--- src/design/pvs_pkg.sv ---
// Package for the page victim selector: field widths, operation and mode codes,
// default sizes. Used by the channel interfaces and the top level; no dependencies.
package pvs_pkg;

  // Default sizes handed to the top level parameters
  localparam int FRAME_COUNT_DEF = 32;
  localparam int AGE_BITS_DEF    = 8;

  // Fixed field widths of the item channels and the mode register
  localparam int OP_W     = 2;
  localparam int FRAME_W  = 5;
  localparam int RANDOM_W = 32;
  localparam int MODE_W   = 2;

  // Bits that select one coin out of the random word
  localparam int COIN_SEL_W = $clog2(RANDOM_W);

  // Operation codes
  typedef enum logic [OP_W-1:0] {
    OP_SELECT    = 2'd0,
    OP_AGE_TICK  = 2'd1,
    OP_MARK_REF  = 2'd2,
    OP_SET_FLAGS = 2'd3
  } op_t;

  // Replacement modes; the fourth code falls back to random
  localparam logic [MODE_W-1:0] MODE_RANDOM = 2'd0;
  localparam logic [MODE_W-1:0] MODE_CLOCK  = 2'd1;
  localparam logic [MODE_W-1:0] MODE_LRU    = 2'd2;

endpackage

--- src/design/pvs_if.sv ---
// Valid/ready channel interfaces of the page victim selector: command items in,
// victim items out. Depends on pvs_pkg for the field widths.
interface pvs_in_if;
  logic                          valid;
  logic                          ready;
  logic [pvs_pkg::OP_W-1:0]      operation;
  logic [pvs_pkg::FRAME_W-1:0]   frame_index;
  logic                          mapped_flag;
  logic                          protected_flag;
  logic [pvs_pkg::RANDOM_W-1:0]  random_bits;

  modport source (output valid, operation, frame_index, mapped_flag, protected_flag,
                  random_bits, input ready);
  modport sink   (input valid, operation, frame_index, mapped_flag, protected_flag,
                  random_bits, output ready);
endinterface

interface pvs_out_if;
  logic                          valid;
  logic                          ready;
  logic [pvs_pkg::FRAME_W-1:0]   victim_frame;
  logic                          victim_was_mapped;
  logic                          out_of_memory;

  modport source (output valid, victim_frame, victim_was_mapped, out_of_memory,
                  input ready);
  modport sink   (input valid, victim_frame, victim_was_mapped, out_of_memory,
                  output ready);
endinterface

--- src/design/pvs_ram.sv ---
// Generic single write port, single read port RAM with registered read data.
// No dependencies.
module pvs_ram #(
  parameter int WIDTH = 8,
  parameter int DEPTH = 32
) (
  input  logic                     clk,
  input  logic                     we,
  input  logic [$clog2(DEPTH)-1:0] waddr,
  input  logic [WIDTH-1:0]         wdata,
  input  logic [$clog2(DEPTH)-1:0] raddr,
  output logic [WIDTH-1:0]         rdata
);

  logic [WIDTH-1:0] mem [DEPTH];

  // Write port
  always_ff @(posedge clk) begin
    if (we) begin
      mem[waddr] <= wdata;
    end
  end

  // Registered read port
  always_ff @(posedge clk) begin
    rdata <= mem[raddr];
  end

endmodule

--- src/design/pvs_age_alu.sv ---
// Shared per-frame aging unit: shift-in of the referenced bit for the aging tick
// and the running-minimum compare for LRU selection. No package use.
module pvs_age_alu #(
  parameter int AGE_BITS = 8
) (
  input  logic [AGE_BITS-1:0] age_in,
  input  logic                referenced,
  input  logic [AGE_BITS-1:0] best_age,
  input  logic                best_valid,
  output logic [AGE_BITS-1:0] age_next,
  output logic                is_lower
);

  // Shift right, referenced bit becomes the new top bit
  assign age_next = {referenced, age_in[AGE_BITS-1:1]};

  // Strictly lower than the best so far; the first candidate always wins
  assign is_lower = !best_valid || (age_in < best_age);

endmodule

--- src/design/page_victim_selector_unit.sv ---
// Page victim selector top level: frame flags, clock hand, scan sequencer and
// output register. Depends on pvs_pkg, pvs_if, pvs_ram and pvs_age_alu.
//
// One item at a time; ready is high only while the sequencer is idle. Mark
// referenced and set flags are done in idle. An aging tick walks all frames,
// one per cycle through the aging RAM read port. Select victim scans the
// frames the same way, stopping early at a free frame; in clock mode it adds
// a second-chance sweep, then loads the result register once that is free.
// Scan and aging steps go through the one aging RAM port and the shared
// shift/compare unit. The result register lets the next item enter while the
// previous result waits. The user must write the replacement mode register
// only while the block is idle; the block itself does not enforce this.
module page_victim_selector_unit #(
  parameter int FRAME_COUNT = pvs_pkg::FRAME_COUNT_DEF,
  parameter int AGE_BITS    = pvs_pkg::AGE_BITS_DEF
) (
  input  logic                       clk,
  input  logic                       rst,
  pvs_in_if.sink                     cmd,
  pvs_out_if.source                  rsp,
  input  logic                       cfg_wr_en,
  input  logic [pvs_pkg::MODE_W-1:0] cfg_wr_data
);

  localparam int IDX_W  = $clog2(FRAME_COUNT);
  localparam int WIDE_W = IDX_W + 6;
  localparam logic [IDX_W-1:0] LAST_IDX = IDX_W'(FRAME_COUNT - 1);

  typedef enum logic [4:0] {
    S_IDLE  = 5'b00001,
    S_SCAN  = 5'b00010,
    S_AGE   = 5'b00100,
    S_CLOCK = 5'b01000,
    S_EMIT  = 5'b10000
  } state_t;

  state_t state;

  // Frame state
  logic [FRAME_COUNT-1:0] prot;
  logic [FRAME_COUNT-1:0] mapped;
  logic [FRAME_COUNT-1:0] refd;
  logic [FRAME_COUNT-1:0] age_valid;
  logic [pvs_pkg::MODE_W-1:0] mode;
  logic [IDX_W-1:0] hand;

  // Sequencer
  logic [IDX_W-1:0] cnt;
  logic [IDX_W-1:0] idx_d;
  logic [IDX_W-1:0] pos;
  logic [IDX_W-1:0] pos_next;
  logic             iss;
  logic             eval_v;
  logic [pvs_pkg::RANDOM_W-1:0] coins;

  // Scan trackers
  logic             any_found;
  logic             coin_found;
  logic             lru_found;
  logic [IDX_W-1:0] last_idx;
  logic [IDX_W-1:0] coin_idx;
  logic [IDX_W-1:0] best_idx;
  logic [AGE_BITS-1:0] low;

  // Chosen victim
  logic [IDX_W-1:0] vict;
  logic             vict_oom;
  logic [WIDE_W-1:0] vict_wide;

  // Output register
  logic                        out_valid;
  logic [pvs_pkg::FRAME_W-1:0] out_frame;
  logic                        out_was_mapped;
  logic                        out_oom;

  // Per-frame evaluation
  logic [AGE_BITS-1:0] ram_q;
  logic [AGE_BITS-1:0] age_cur;
  logic [AGE_BITS-1:0] age_aged;
  logic                age_lower;
  logic                age_we;
  logic [WIDE_W-1:0]   idx_wide;
  logic                unprot;
  logic                is_free;
  logic                coin;
  logic                any_n;
  logic                coin_found_n;
  logic                take_lru;
  logic                lru_found_n;
  logic [IDX_W-1:0]    last_n;
  logic [IDX_W-1:0]    coin_idx_n;
  logic [IDX_W-1:0]    best_n;
  logic [AGE_BITS-1:0] low_n;
  logic [IDX_W-1:0]    rand_pick;

  // Command decode
  logic              accept;
  logic [WIDE_W-1:0] fi_wide;
  logic              fi_ok;
  logic [IDX_W-1:0]  fi;
  logic              emit_load;

  assign cmd.ready = (state == S_IDLE);
  assign accept    = cmd.valid && cmd.ready;
  assign fi_wide   = WIDE_W'(cmd.frame_index);
  assign fi_ok     = fi_wide < WIDE_W'(FRAME_COUNT);
  assign fi        = fi_wide[IDX_W-1:0];

  assign pos_next  = (pos == LAST_IDX) ? '0 : pos + 1'b1;
  assign emit_load = (state == S_EMIT) && (!out_valid || rsp.ready);
  assign vict_wide = WIDE_W'(vict);

  // Aging counters, one frame read per cycle; never-written entries read as zero
  assign age_we = (state == S_AGE) && eval_v;

  pvs_ram #(
    .WIDTH (AGE_BITS),
    .DEPTH (FRAME_COUNT)
  ) u_age_ram (
    .clk   (clk),
    .we    (age_we),
    .waddr (idx_d),
    .wdata (age_aged),
    .raddr (cnt),
    .rdata (ram_q)
  );

  assign age_cur = age_valid[idx_d] ? ram_q : '0;

  pvs_age_alu #(
    .AGE_BITS (AGE_BITS)
  ) u_age_alu (
    .age_in     (age_cur),
    .referenced (refd[idx_d]),
    .best_age   (low),
    .best_valid (lru_found),
    .age_next   (age_aged),
    .is_lower   (age_lower)
  );

  // Tracker updates for the frame under evaluation
  always_comb begin
    idx_wide     = WIDE_W'(idx_d);
    unprot       = !prot[idx_d];
    is_free      = unprot && !mapped[idx_d];
    coin         = (idx_wide < WIDE_W'(pvs_pkg::RANDOM_W)) &&
                   coins[idx_wide[pvs_pkg::COIN_SEL_W-1:0]];
    any_n        = any_found || unprot;
    last_n       = unprot ? idx_d : last_idx;
    coin_found_n = coin_found || (unprot && coin);
    coin_idx_n   = (unprot && coin && !coin_found) ? idx_d : coin_idx;
    take_lru     = unprot && age_lower;
    lru_found_n  = lru_found || take_lru;
    best_n       = take_lru ? idx_d : best_idx;
    low_n        = take_lru ? age_cur : low;
    rand_pick    = coin_found_n ? coin_idx_n : last_n;
  end

  // Sequencer and frame state
  always_ff @(posedge clk) begin
    if (rst) begin
      state     <= S_IDLE;
      prot      <= '0;
      mapped    <= '0;
      refd      <= '0;
      age_valid <= '0;
      mode      <= pvs_pkg::MODE_RANDOM;
      hand      <= '0;
      iss       <= 1'b0;
      eval_v    <= 1'b0;
      cnt       <= '0;
      any_found <= 1'b0;
      coin_found <= 1'b0;
      lru_found <= 1'b0;
      vict_oom  <= 1'b0;
    end else begin
      if (cfg_wr_en) begin
        mode <= cfg_wr_data;
      end

      // Frame walk shared by the victim scan and the aging tick
      if (state == S_SCAN || state == S_AGE) begin
        eval_v <= iss;
        idx_d  <= cnt;
        if (iss) begin
          if (cnt == LAST_IDX) begin
            iss <= 1'b0;
          end else begin
            cnt <= cnt + 1'b1;
          end
        end
      end

      unique case (state)
        S_IDLE: begin
          if (accept) begin
            coins <= cmd.random_bits;
            unique case (pvs_pkg::op_t'(cmd.operation))
              pvs_pkg::OP_SELECT: begin
                state      <= S_SCAN;
                cnt        <= '0;
                iss        <= 1'b1;
                eval_v     <= 1'b0;
                any_found  <= 1'b0;
                coin_found <= 1'b0;
                lru_found  <= 1'b0;
              end
              pvs_pkg::OP_AGE_TICK: begin
                state  <= S_AGE;
                cnt    <= '0;
                iss    <= 1'b1;
                eval_v <= 1'b0;
              end
              pvs_pkg::OP_MARK_REF: begin
                if (fi_ok) begin
                  refd[fi] <= 1'b1;
                end
              end
              pvs_pkg::OP_SET_FLAGS: begin
                if (fi_ok) begin
                  mapped[fi] <= cmd.mapped_flag;
                  prot[fi]   <= cmd.protected_flag;
                end
              end
            endcase
          end
        end

        S_SCAN: begin
          if (eval_v) begin
            if (is_free) begin
              // free frame wins at once, hand untouched; walk flags are
              // reloaded by the next scan or aging tick
              vict     <= idx_d;
              vict_oom <= 1'b0;
              state    <= S_EMIT;
            end else begin
              any_found  <= any_n;
              last_idx   <= last_n;
              coin_found <= coin_found_n;
              coin_idx   <= coin_idx_n;
              lru_found  <= lru_found_n;
              best_idx   <= best_n;
              low        <= low_n;
              if (idx_d == LAST_IDX) begin
                if (!any_n) begin
                  vict     <= '0;
                  vict_oom <= 1'b1;
                  state    <= S_EMIT;
                end else begin
                  vict_oom <= 1'b0;
                  unique case (mode)
                    pvs_pkg::MODE_CLOCK: begin
                      pos   <= hand;
                      state <= S_CLOCK;
                    end
                    pvs_pkg::MODE_LRU: begin
                      vict  <= best_n;
                      hand  <= best_n;
                      state <= S_EMIT;
                    end
                    default: begin
                      vict  <= rand_pick;
                      state <= S_EMIT;
                    end
                  endcase
                end
              end
            end
          end
        end

        S_AGE: begin
          if (eval_v) begin
            refd[idx_d]      <= 1'b0;
            age_valid[idx_d] <= 1'b1;
            if (idx_d == LAST_IDX) begin
              state <= S_IDLE;
            end
          end
        end

        // Second-chance sweep; an unprotected frame is known to exist
        S_CLOCK: begin
          pos <= pos_next;
          if (!prot[pos]) begin
            if (refd[pos]) begin
              refd[pos] <= 1'b0;
            end else begin
              vict  <= pos;
              hand  <= pos_next;
              state <= S_EMIT;
            end
          end
        end

        S_EMIT: begin
          if (emit_load) begin
            state <= S_IDLE;
            if (!vict_oom) begin
              mapped[vict] <= 1'b0;
            end
          end
        end

        default: state <= S_IDLE;
      endcase
    end
  end

  // Result valid
  always_ff @(posedge clk) begin
    if (rst) begin
      out_valid <= 1'b0;
    end else if (emit_load) begin
      out_valid <= 1'b1;
    end else if (rsp.ready) begin
      out_valid <= 1'b0;
    end
  end

  // Result payload
  always_ff @(posedge clk) begin
    if (emit_load) begin
      out_frame      <= vict_wide[pvs_pkg::FRAME_W-1:0];
      out_was_mapped <= !vict_oom && mapped[vict];
      out_oom        <= vict_oom;
    end
  end

  assign rsp.valid             = out_valid;
  assign rsp.victim_frame      = out_frame;
  assign rsp.victim_was_mapped = out_was_mapped;
  assign rsp.out_of_memory     = out_oom;

`ifndef NO_ASSERTIONS
  // Out of memory carries no victim
  a_oom_payload: assert property (@(posedge clk) disable iff (rst)
    (rsp.valid && rsp.out_of_memory) |-> (rsp.victim_frame == '0 && !rsp.victim_was_mapped))
    else $error("out of memory result carries a victim");

  // Clock hand always names a real frame
  a_hand_range: assert property (@(posedge clk) disable iff (rst)
    hand <= LAST_IDX)
    else $error("clock hand out of range");

  // A chosen victim is never protected
  a_victim_unprot: assert property (@(posedge clk) disable iff (rst)
    (state == S_EMIT && !vict_oom) |-> !prot[vict])
    else $error("protected frame chosen as victim");

  // Delivered victim ends up unmapped
  a_victim_unmapped: assert property (@(posedge clk) disable iff (rst)
    (emit_load && !vict_oom) |=> !mapped[$past(vict)])
    else $error("victim still mapped after delivery");
`endif

endmodule
--- src/flat_wrapper.sv ---
// flat-port wrapper written by rule: the top's interface ports become plain ports
module page_victim_selector_unit_flat 
#(
  parameter int FRAME_COUNT = pvs_pkg::FRAME_COUNT_DEF,
  parameter int AGE_BITS    = pvs_pkg::AGE_BITS_DEF
)
  (clk, rst, cfg_wr_en, cfg_wr_data, cmd_valid, cmd_operation, cmd_frame_index, cmd_mapped_flag, cmd_protected_flag, cmd_random_bits, cmd_ready, rsp_valid, rsp_victim_frame, rsp_victim_was_mapped, rsp_out_of_memory, rsp_ready);
  pvs_in_if cmd_i ();
  pvs_out_if rsp_i ();
  input  logic clk;
  input  logic rst;
  input  logic cfg_wr_en;
  input  logic [pvs_pkg::MODE_W-1:0] cfg_wr_data;
  input wire logic [$bits(cmd_i.valid)-1:0] cmd_valid;
  input wire logic [$bits(cmd_i.operation)-1:0] cmd_operation;
  input wire logic [$bits(cmd_i.frame_index)-1:0] cmd_frame_index;
  input wire logic [$bits(cmd_i.mapped_flag)-1:0] cmd_mapped_flag;
  input wire logic [$bits(cmd_i.protected_flag)-1:0] cmd_protected_flag;
  input wire logic [$bits(cmd_i.random_bits)-1:0] cmd_random_bits;
  output wire logic [$bits(cmd_i.ready)-1:0] cmd_ready;
  output wire logic [$bits(rsp_i.valid)-1:0] rsp_valid;
  output wire logic [$bits(rsp_i.victim_frame)-1:0] rsp_victim_frame;
  output wire logic [$bits(rsp_i.victim_was_mapped)-1:0] rsp_victim_was_mapped;
  output wire logic [$bits(rsp_i.out_of_memory)-1:0] rsp_out_of_memory;
  input wire logic [$bits(rsp_i.ready)-1:0] rsp_ready;
  assign cmd_i.valid = cmd_valid;
  assign cmd_i.operation = cmd_operation;
  assign cmd_i.frame_index = cmd_frame_index;
  assign cmd_i.mapped_flag = cmd_mapped_flag;
  assign cmd_i.protected_flag = cmd_protected_flag;
  assign cmd_i.random_bits = cmd_random_bits;
  assign cmd_ready = cmd_i.ready;
  assign rsp_valid = rsp_i.valid;
  assign rsp_victim_frame = rsp_i.victim_frame;
  assign rsp_victim_was_mapped = rsp_i.victim_was_mapped;
  assign rsp_out_of_memory = rsp_i.out_of_memory;
  assign rsp_i.ready = rsp_ready;
  page_victim_selector_unit #(.FRAME_COUNT(FRAME_COUNT), .AGE_BITS(AGE_BITS)) u_core (.clk(clk), .rst(rst), .cmd(cmd_i), .rsp(rsp_i), .cfg_wr_en(cfg_wr_en), .cfg_wr_data(cfg_wr_data));
endmodule
--- config.mk ---
export PLATFORM = sky130hd
export DESIGN_NAME = page_victim_selector_unit_flat
export DESIGN_NICKNAME = d
export VERILOG_FILES = /design/src/design/pvs_pkg.sv /design/src/design/pvs_if.sv /design/src/design/pvs_ram.sv /design/src/design/pvs_age_alu.sv /design/src/design/page_victim_selector_unit.sv /design/src/flat_wrapper.sv
export SDC_FILE = /design/constraint.sdc
export NUM_CORES = 1
export LEC_CHECK = 0
export BUFFER_PORTS_ARGS = -buffer_cell sky130_fd_sc_hd__buf_2
export CAP_MARGIN = 20
export CORE_MARGIN = 2
export CORE_UTILIZATION = 36
export CTS_BUF_LIST = sky130_fd_sc_hd__clkbuf_8
export CTS_CLUSTER_SIZE = 28
export DETAILED_ROUTE_END_ITERATION = 8
export SYNTH_ARGS = -nofsm -noshare
export SYNTH_HDL_FRONTEND = slang
export SYNTH_SLANG_ARGS = --single-unit
--- constraint.sdc ---
create_clock -name clk -period 6.6 [get_ports clk]
set_clock_uncertainty 0.05 [all_clocks]
set_input_delay 0.99 -clock clk [delete_from_list [all_inputs] [get_ports clk]]
set_output_delay 0.99 -clock clk [all_outputs]
set_load 0.02 [all_outputs]
# == Word-level counts from Yosys, hierarchy flattened ==
# Memory sizes are Yosys's and may differ from the RTL's. A register that Yosys moved wholly into a read port is not among the register bits.
# Index checks and enable logic that the tools add are counted.
# op_classes
add_sub_neg,2
magnitude_cmp,10
eq_ne,34
muxes,114
n_bitwise,10
n_reduce_logical,46
# op_table
op,count
$mux 32,11
$mux 5,40
$and 32x32->32,3
$not 32->32,3
$pmux 32 s3,1
$bwmux 32,2
$or 32x32->32,2
$pmux 32 s2,1
$pmux 5 s2,5
$bmux 1 s5,8
$mux 1,37
$lt 5x6->1 const B,5
$ne 2x2->1 const B,13
$pmux 5 s5,1
$reduce_and 7->1,3
$demux 1 s5,4
$eq 5x5->1 const B,4
$ge 5x1->1 const B,4
$logic_and 1x1->1,12
$add 5x1->5 const B,2
$ne 2x1->1 const B,5
$reduce_and 5->1,2
$reduce_bool 2->1,5
$reduce_and 9->1,1
23 further kinds,42
# word_totals
register_bits,229
ram_bits,256
inputBits,48
out_inout_bits,9
wordCells,243
memories,1
# mem_list
memory,depth,width,rd,rd_clocked_by_memory_dff,wr,line_no,source
u_core.u_age_ram.mem,32,8,1,1,1,pvs_ram.sv:15,logic [WIDTH-1:0] mem [DEPTH];

# == Logic depth before layout (Yosys ltp) ==
# depth
ltp_word,13
mapped_depth,19
depth_no_buf,15

# == Hierarchy ==
# A second synthesis with hierarchy kept.
# hier_totals
cells_unflattened,1766
hier_area_um2,22859.4
# modules_own_cells
mod,n_inst,cells_per_inst,area_each_um2,seq_area_each_um2
page_victim_selector_unit,1,1316,12572.1,5355.1
pvs_ram,1,417,10053.4,7847.5
pvs_age_alu,1,33,234.0,0.0

# == Worst setup path after synthesis ==
# No wires, ideal clock.
# synth_timing
path_type,register to register
start,register u_core.idx_d[2]
end,"register u_core.low[0], enable pin"
setup_time_ns,0.373
arrival_ns,4.450
required_time_ns,6.177
slack_ns,1.727
stages_incl_launch_ff,18
n_path_buf,3
synth_period_minus_slack_ns,4.873
cell_sequence,edfxtp_1 > or3b_1 > clkbuf_1 > clkbuf_1 > o22ai_1 > nor2_1 > o21ai_0 > nor2_1 > nor2b_1 > ha_1 > nor2b_1 > o21a_1 > o21ai_0 > nand3_1 > a21oi_1 > nand2_1 > buf_2 > nor2b_1
# synth_via
elab_chain_cells,7
word_cells_on_any_way,15
cone_classes,order compare: 1; mux: 7; bitwise: 1; reduce/logical: 6
# synth_lines
item,line_no,source
start: declaration,page_victim_selector_unit.sv:49,logic [IDX_W-1:0] idx_d;
start signal: assignment,page_victim_selector_unit.sv:184,idx_d <= cnt;
$bmux 1 s5,page_victim_selector_unit.sv:128,assign age_cur = age_valid[idx_d] ? ram_q : '0;
$mux 1 (not written as such),page_victim_selector_unit.sv:128,
$mux 8,page_victim_selector_unit.sv:128,
named net u_core.age_aged[0],page_victim_selector_unit.sv:79,logic [AGE_BITS-1:0] age_aged;
$lt 8x8->1,pvs_age_alu.sv:18,assign is_lower = !best_valid || (age_in < best_age);
$logic_or 1x1->1,pvs_age_alu.sv:18,
$logic_and 1x1->1,page_victim_selector_unit.sv:152,take_lru = unprot && age_lower;
$reduce_and 5->1 (no source line),n/a,
end signal: assignment,page_victim_selector_unit.sv:244,low <= low_n;
end: declaration,page_victim_selector_unit.sv:63,logic [AGE_BITS-1:0] low;
# The timed path passes the listed nets, and every way through them passes these cells. The select of a mux whose other input is x is not followed.
# A chain may end at the register's enable or synchronous reset.

# == Final worst setup path ==
# layout_timing
start,register u_core.idx_d[3]
end,"register u_core.low[4], enable pin"
# The elaborated chain is that of the path after synthesis.

==> summary.txt <==
gr ovfl total = 0
Yosys reg bits = 493
Slew HR = 0.265
Final WS setup = 0.921 ns
instance count on the critical path = 15
area delta synth->final = 12.0%
first-pass GRT wire length = 95.2 mm
Vias = 15534
vias per cell = 5.65
Clk pwr share = 0.390
Leak = 8.19 nW
switching share of power = 0.253
routability congestion estimate from global placement = 0.931
Cell Pwr Density = 255 nW/um2
CTS tree = built
antenna-violating nets left = 0
Layout Utilization = 0.408
yosys warns = 0
Synth area leaders = edfxtp_1 45%, dfxtp_1 14%, mux4_2 11%, nor2_1 3.5%, mux2i_1 3.2%
clock tree buffer depth = 3
depth of the most critical reg-to-reg path = 15
Main synth FF type = edfxtp_1
DP Worst Slack = 1.03 ns
unrepaired setup endpoints after global routing = no
Filler cells = 5769
VDD IR-drop max = 171 uV
TNS Setup = 0 ns
Worst-Margin Slew = 1.10 ns
Iter 0 DRT Violations = 1547
clock-pin slew on the worst setup and hold paths = 0.07 ns
CP max stage cell = edfxtp_1
final wirelength = 63.3 mm
synth unique cells = 73
# port buffers = 56
Worst Setup End Kind = flip-flop
CTS H-tree depth = 3
CP Cell Sequence = nand3b_1, o21ai_0, nor2_1, o21ai_0, nor2_1, nor2b_2, buf_4, ha_1, nor2b_1, o21a_1, o21ai_0, nand3_1, a21oi_1, nand2_1, nor2b_1
initial antenna violation count = 0
synthesized area = 22400 um2
Synth Instances = 1799
Final Hold Viols = 0
max-cap viol count = 0
Clk Latency, worst-skew pair = 0.67 ns
WHS Path Cells = 2
row cnt = 91
Post-synth ARST share = 0
WL/cell = 23.0 um
Commonest cells post-synth = 333 x edfxtp_1, 211 x nor2_1, 160 x dfxtp_1, 124 x nand2_1, 110 x mux4_2
Finished Cell Area = 25100 um2
CTS Buf Count = 79
kind of critical path = reg2reg
# clock sinks = 493
count leader, synth = edfxtp_1
Bufs and invs on worst path = 1
final setup fails = 0
HP Class = reg2reg
die height = 254 um
CTS resizes = 0
CP required = 6.83 ns
Tot Pwr = 6.41 mW
Root Buffer = clkbuf_8
Post-Syn Nets = 1860
CP max stage delay = 0.79 ns
Residual DRC = 0
Register Area = 13200 um2
final worst-path cycle share = 0.860
core box area = 61600 um2
Die X-Extent = 254 um
Final min period = 5.68 ns
crit path DAT = 5.91 ns
Initial Utilization = 0.364
sequential share of power = 0.529
Nets = 1910
ANT cells = 0
CP max FO = 34
Internal Pwr Total = 4.79 mW
DR pass1 iterations = 6
area leader, netlist = edfxtp_1
vias in the first global route = 15165
fraction of layout cells with a size suffix above 1 = 0.203
Hold-fix buffers, CTS = 0
net load switching power = 1.62 mW
Setup Fix Bufs, Post-CTS = 0
status = completed
Die ar. = 64300 um2
sequential-to-total area share from yosys stat = 0.589
Final Max Slew Viols = 0
Post-synth EDFFs = 333
fmax = 176 MHz
largest net degree at the start of global routing = 97
placed cell areas = 23600 um2
crit-path leading delay family = simple AND/OR/NAND/NOR gates
IO Pins = 57
Setup crit start kind = flip-flop
Crit path top cell by count = o21ai_0
All-Layer GR Usage = 0.197
combinational share of power = 0.081
HPWL after DPL = 42.2 mm
Yosys top cell area share = 0.446
mean post-synth cell area = 12.5 um2
multi-input combinational cell area = 8570 um2
power by group through the flow:
stage                     sequential, mW  clock (mW)  combinational [mW]
after floorplan                     3.43           0               0.358
after global placement              3.45           0               0.492
after detailed placement            3.45           0               0.507
after CTS                           3.39        2.55               0.510
after global routing                3.40        2.68               0.557
final                               3.39        2.50               0.516
area by class of cell:
class,count,area share
Sequential cell,493,0.526
Multi-Input combinational cell,1146,0.342
Clock inverter,63,0.0147
Timing Repair Buffer,107,0.0284
Inverter,22,0.00329
Tap cell,837,0.0417
Clock buffer,81,0.0444
stage by stage:
stage | hold slack, ns | cells
floorplan | 0.374 | 1799
global placement | 0.397 | 2590
detailed placement | 0.408 | 2600
CTS | 0.395 | 2744
global route | 0.401 | 2749
finish | 0.424 | 2749
registers in the layout, summed over array words and instances, names as in the netlist, 8 cells and up:
register,flops
u_core.u_age_ram.mem,256
u_core.age_valid,32
u_core.coins,32
u_core.mapped,32
u_core.prot,32
u_core.refd,32
u_core.low,8
u_core.u_age_ram.rdata,8
worst reg2reg max path, cell delays in order, from the launching register on:
cell      delay, ns
edfxtp_1       0.79
nand3b_1       0.63
o21ai_0        0.33
nor2_1         0.06
o21ai_0        0.36
nor2_1         0.29
nor2b_2        0.17
buf_4          0.35
ha_1           0.31
nor2b_1        0.13
o21a_1         0.15
o21ai_0        0.14
nand3_1        0.12
a21oi_1        0.31
nand2_1        0.38
nor2b_1        0.71
routing by layer:
layer  GRT usage  vias to the layer above  routed length, um
met5           0                        -                  0
met4      0.0610                        0               1820
met3      0.0410                      125               4240
li1            -                     6972                  -
met2       0.315                      626              29900
met1       0.268                     7811              27300
worst paths after layout:
check / startpoint / slack, ns / to
worst max-delay path: u_core.idx_d[3]$_DFFE_PP_ / 0.92 / u_core.low[4]$_DFFE_PP_
worst min-delay path: u_core.age_valid[12]$_SDFFE_PP0P_ / 0.42 / u_core.age_valid[12]$_SDFFE_PP0P_
worst max register to register: u_core.idx_d[3]$_DFFE_PP_ / 0.92 / u_core.low[4]$_DFFE_PP_
worst min register to register: u_core.age_valid[12]$_SDFFE_PP0P_ / 0.42 / u_core.age_valid[12]$_SDFFE_PP0P_
placed cells by master (no fill, tap or decap), types with 70 or more instances in the layout:
master and count:
nor2_1 210, nand2_1 124, edfxtp_1 333, clkbuf_8 81, mux2i_1 71, nor3_1 70
a21oi_1 99, o21ai_0 80, mux4_2 110, dfxtp_1 158
cells by family (layout without fill, tap and decap cells):
logic type | count (synthesis) | after routing | share of synthesized area
flip-flops | 493 | 493 | 0.589
buffers and inverters | 160 | 273 | 0.0300
multiplexers | 216 | 216 | 0.160
XOR/XNOR | 3 | 3 | 0.00117
AND/OR/NAND/NOR | 565 | 565 | 0.117
adder cells (fa/ha/maj) | 13 | 13 | 0.00726
AO/OA/AOI/OAI | 349 | 349 | 0.0952
Note: power is estimated with default switching activity, not from simulation.
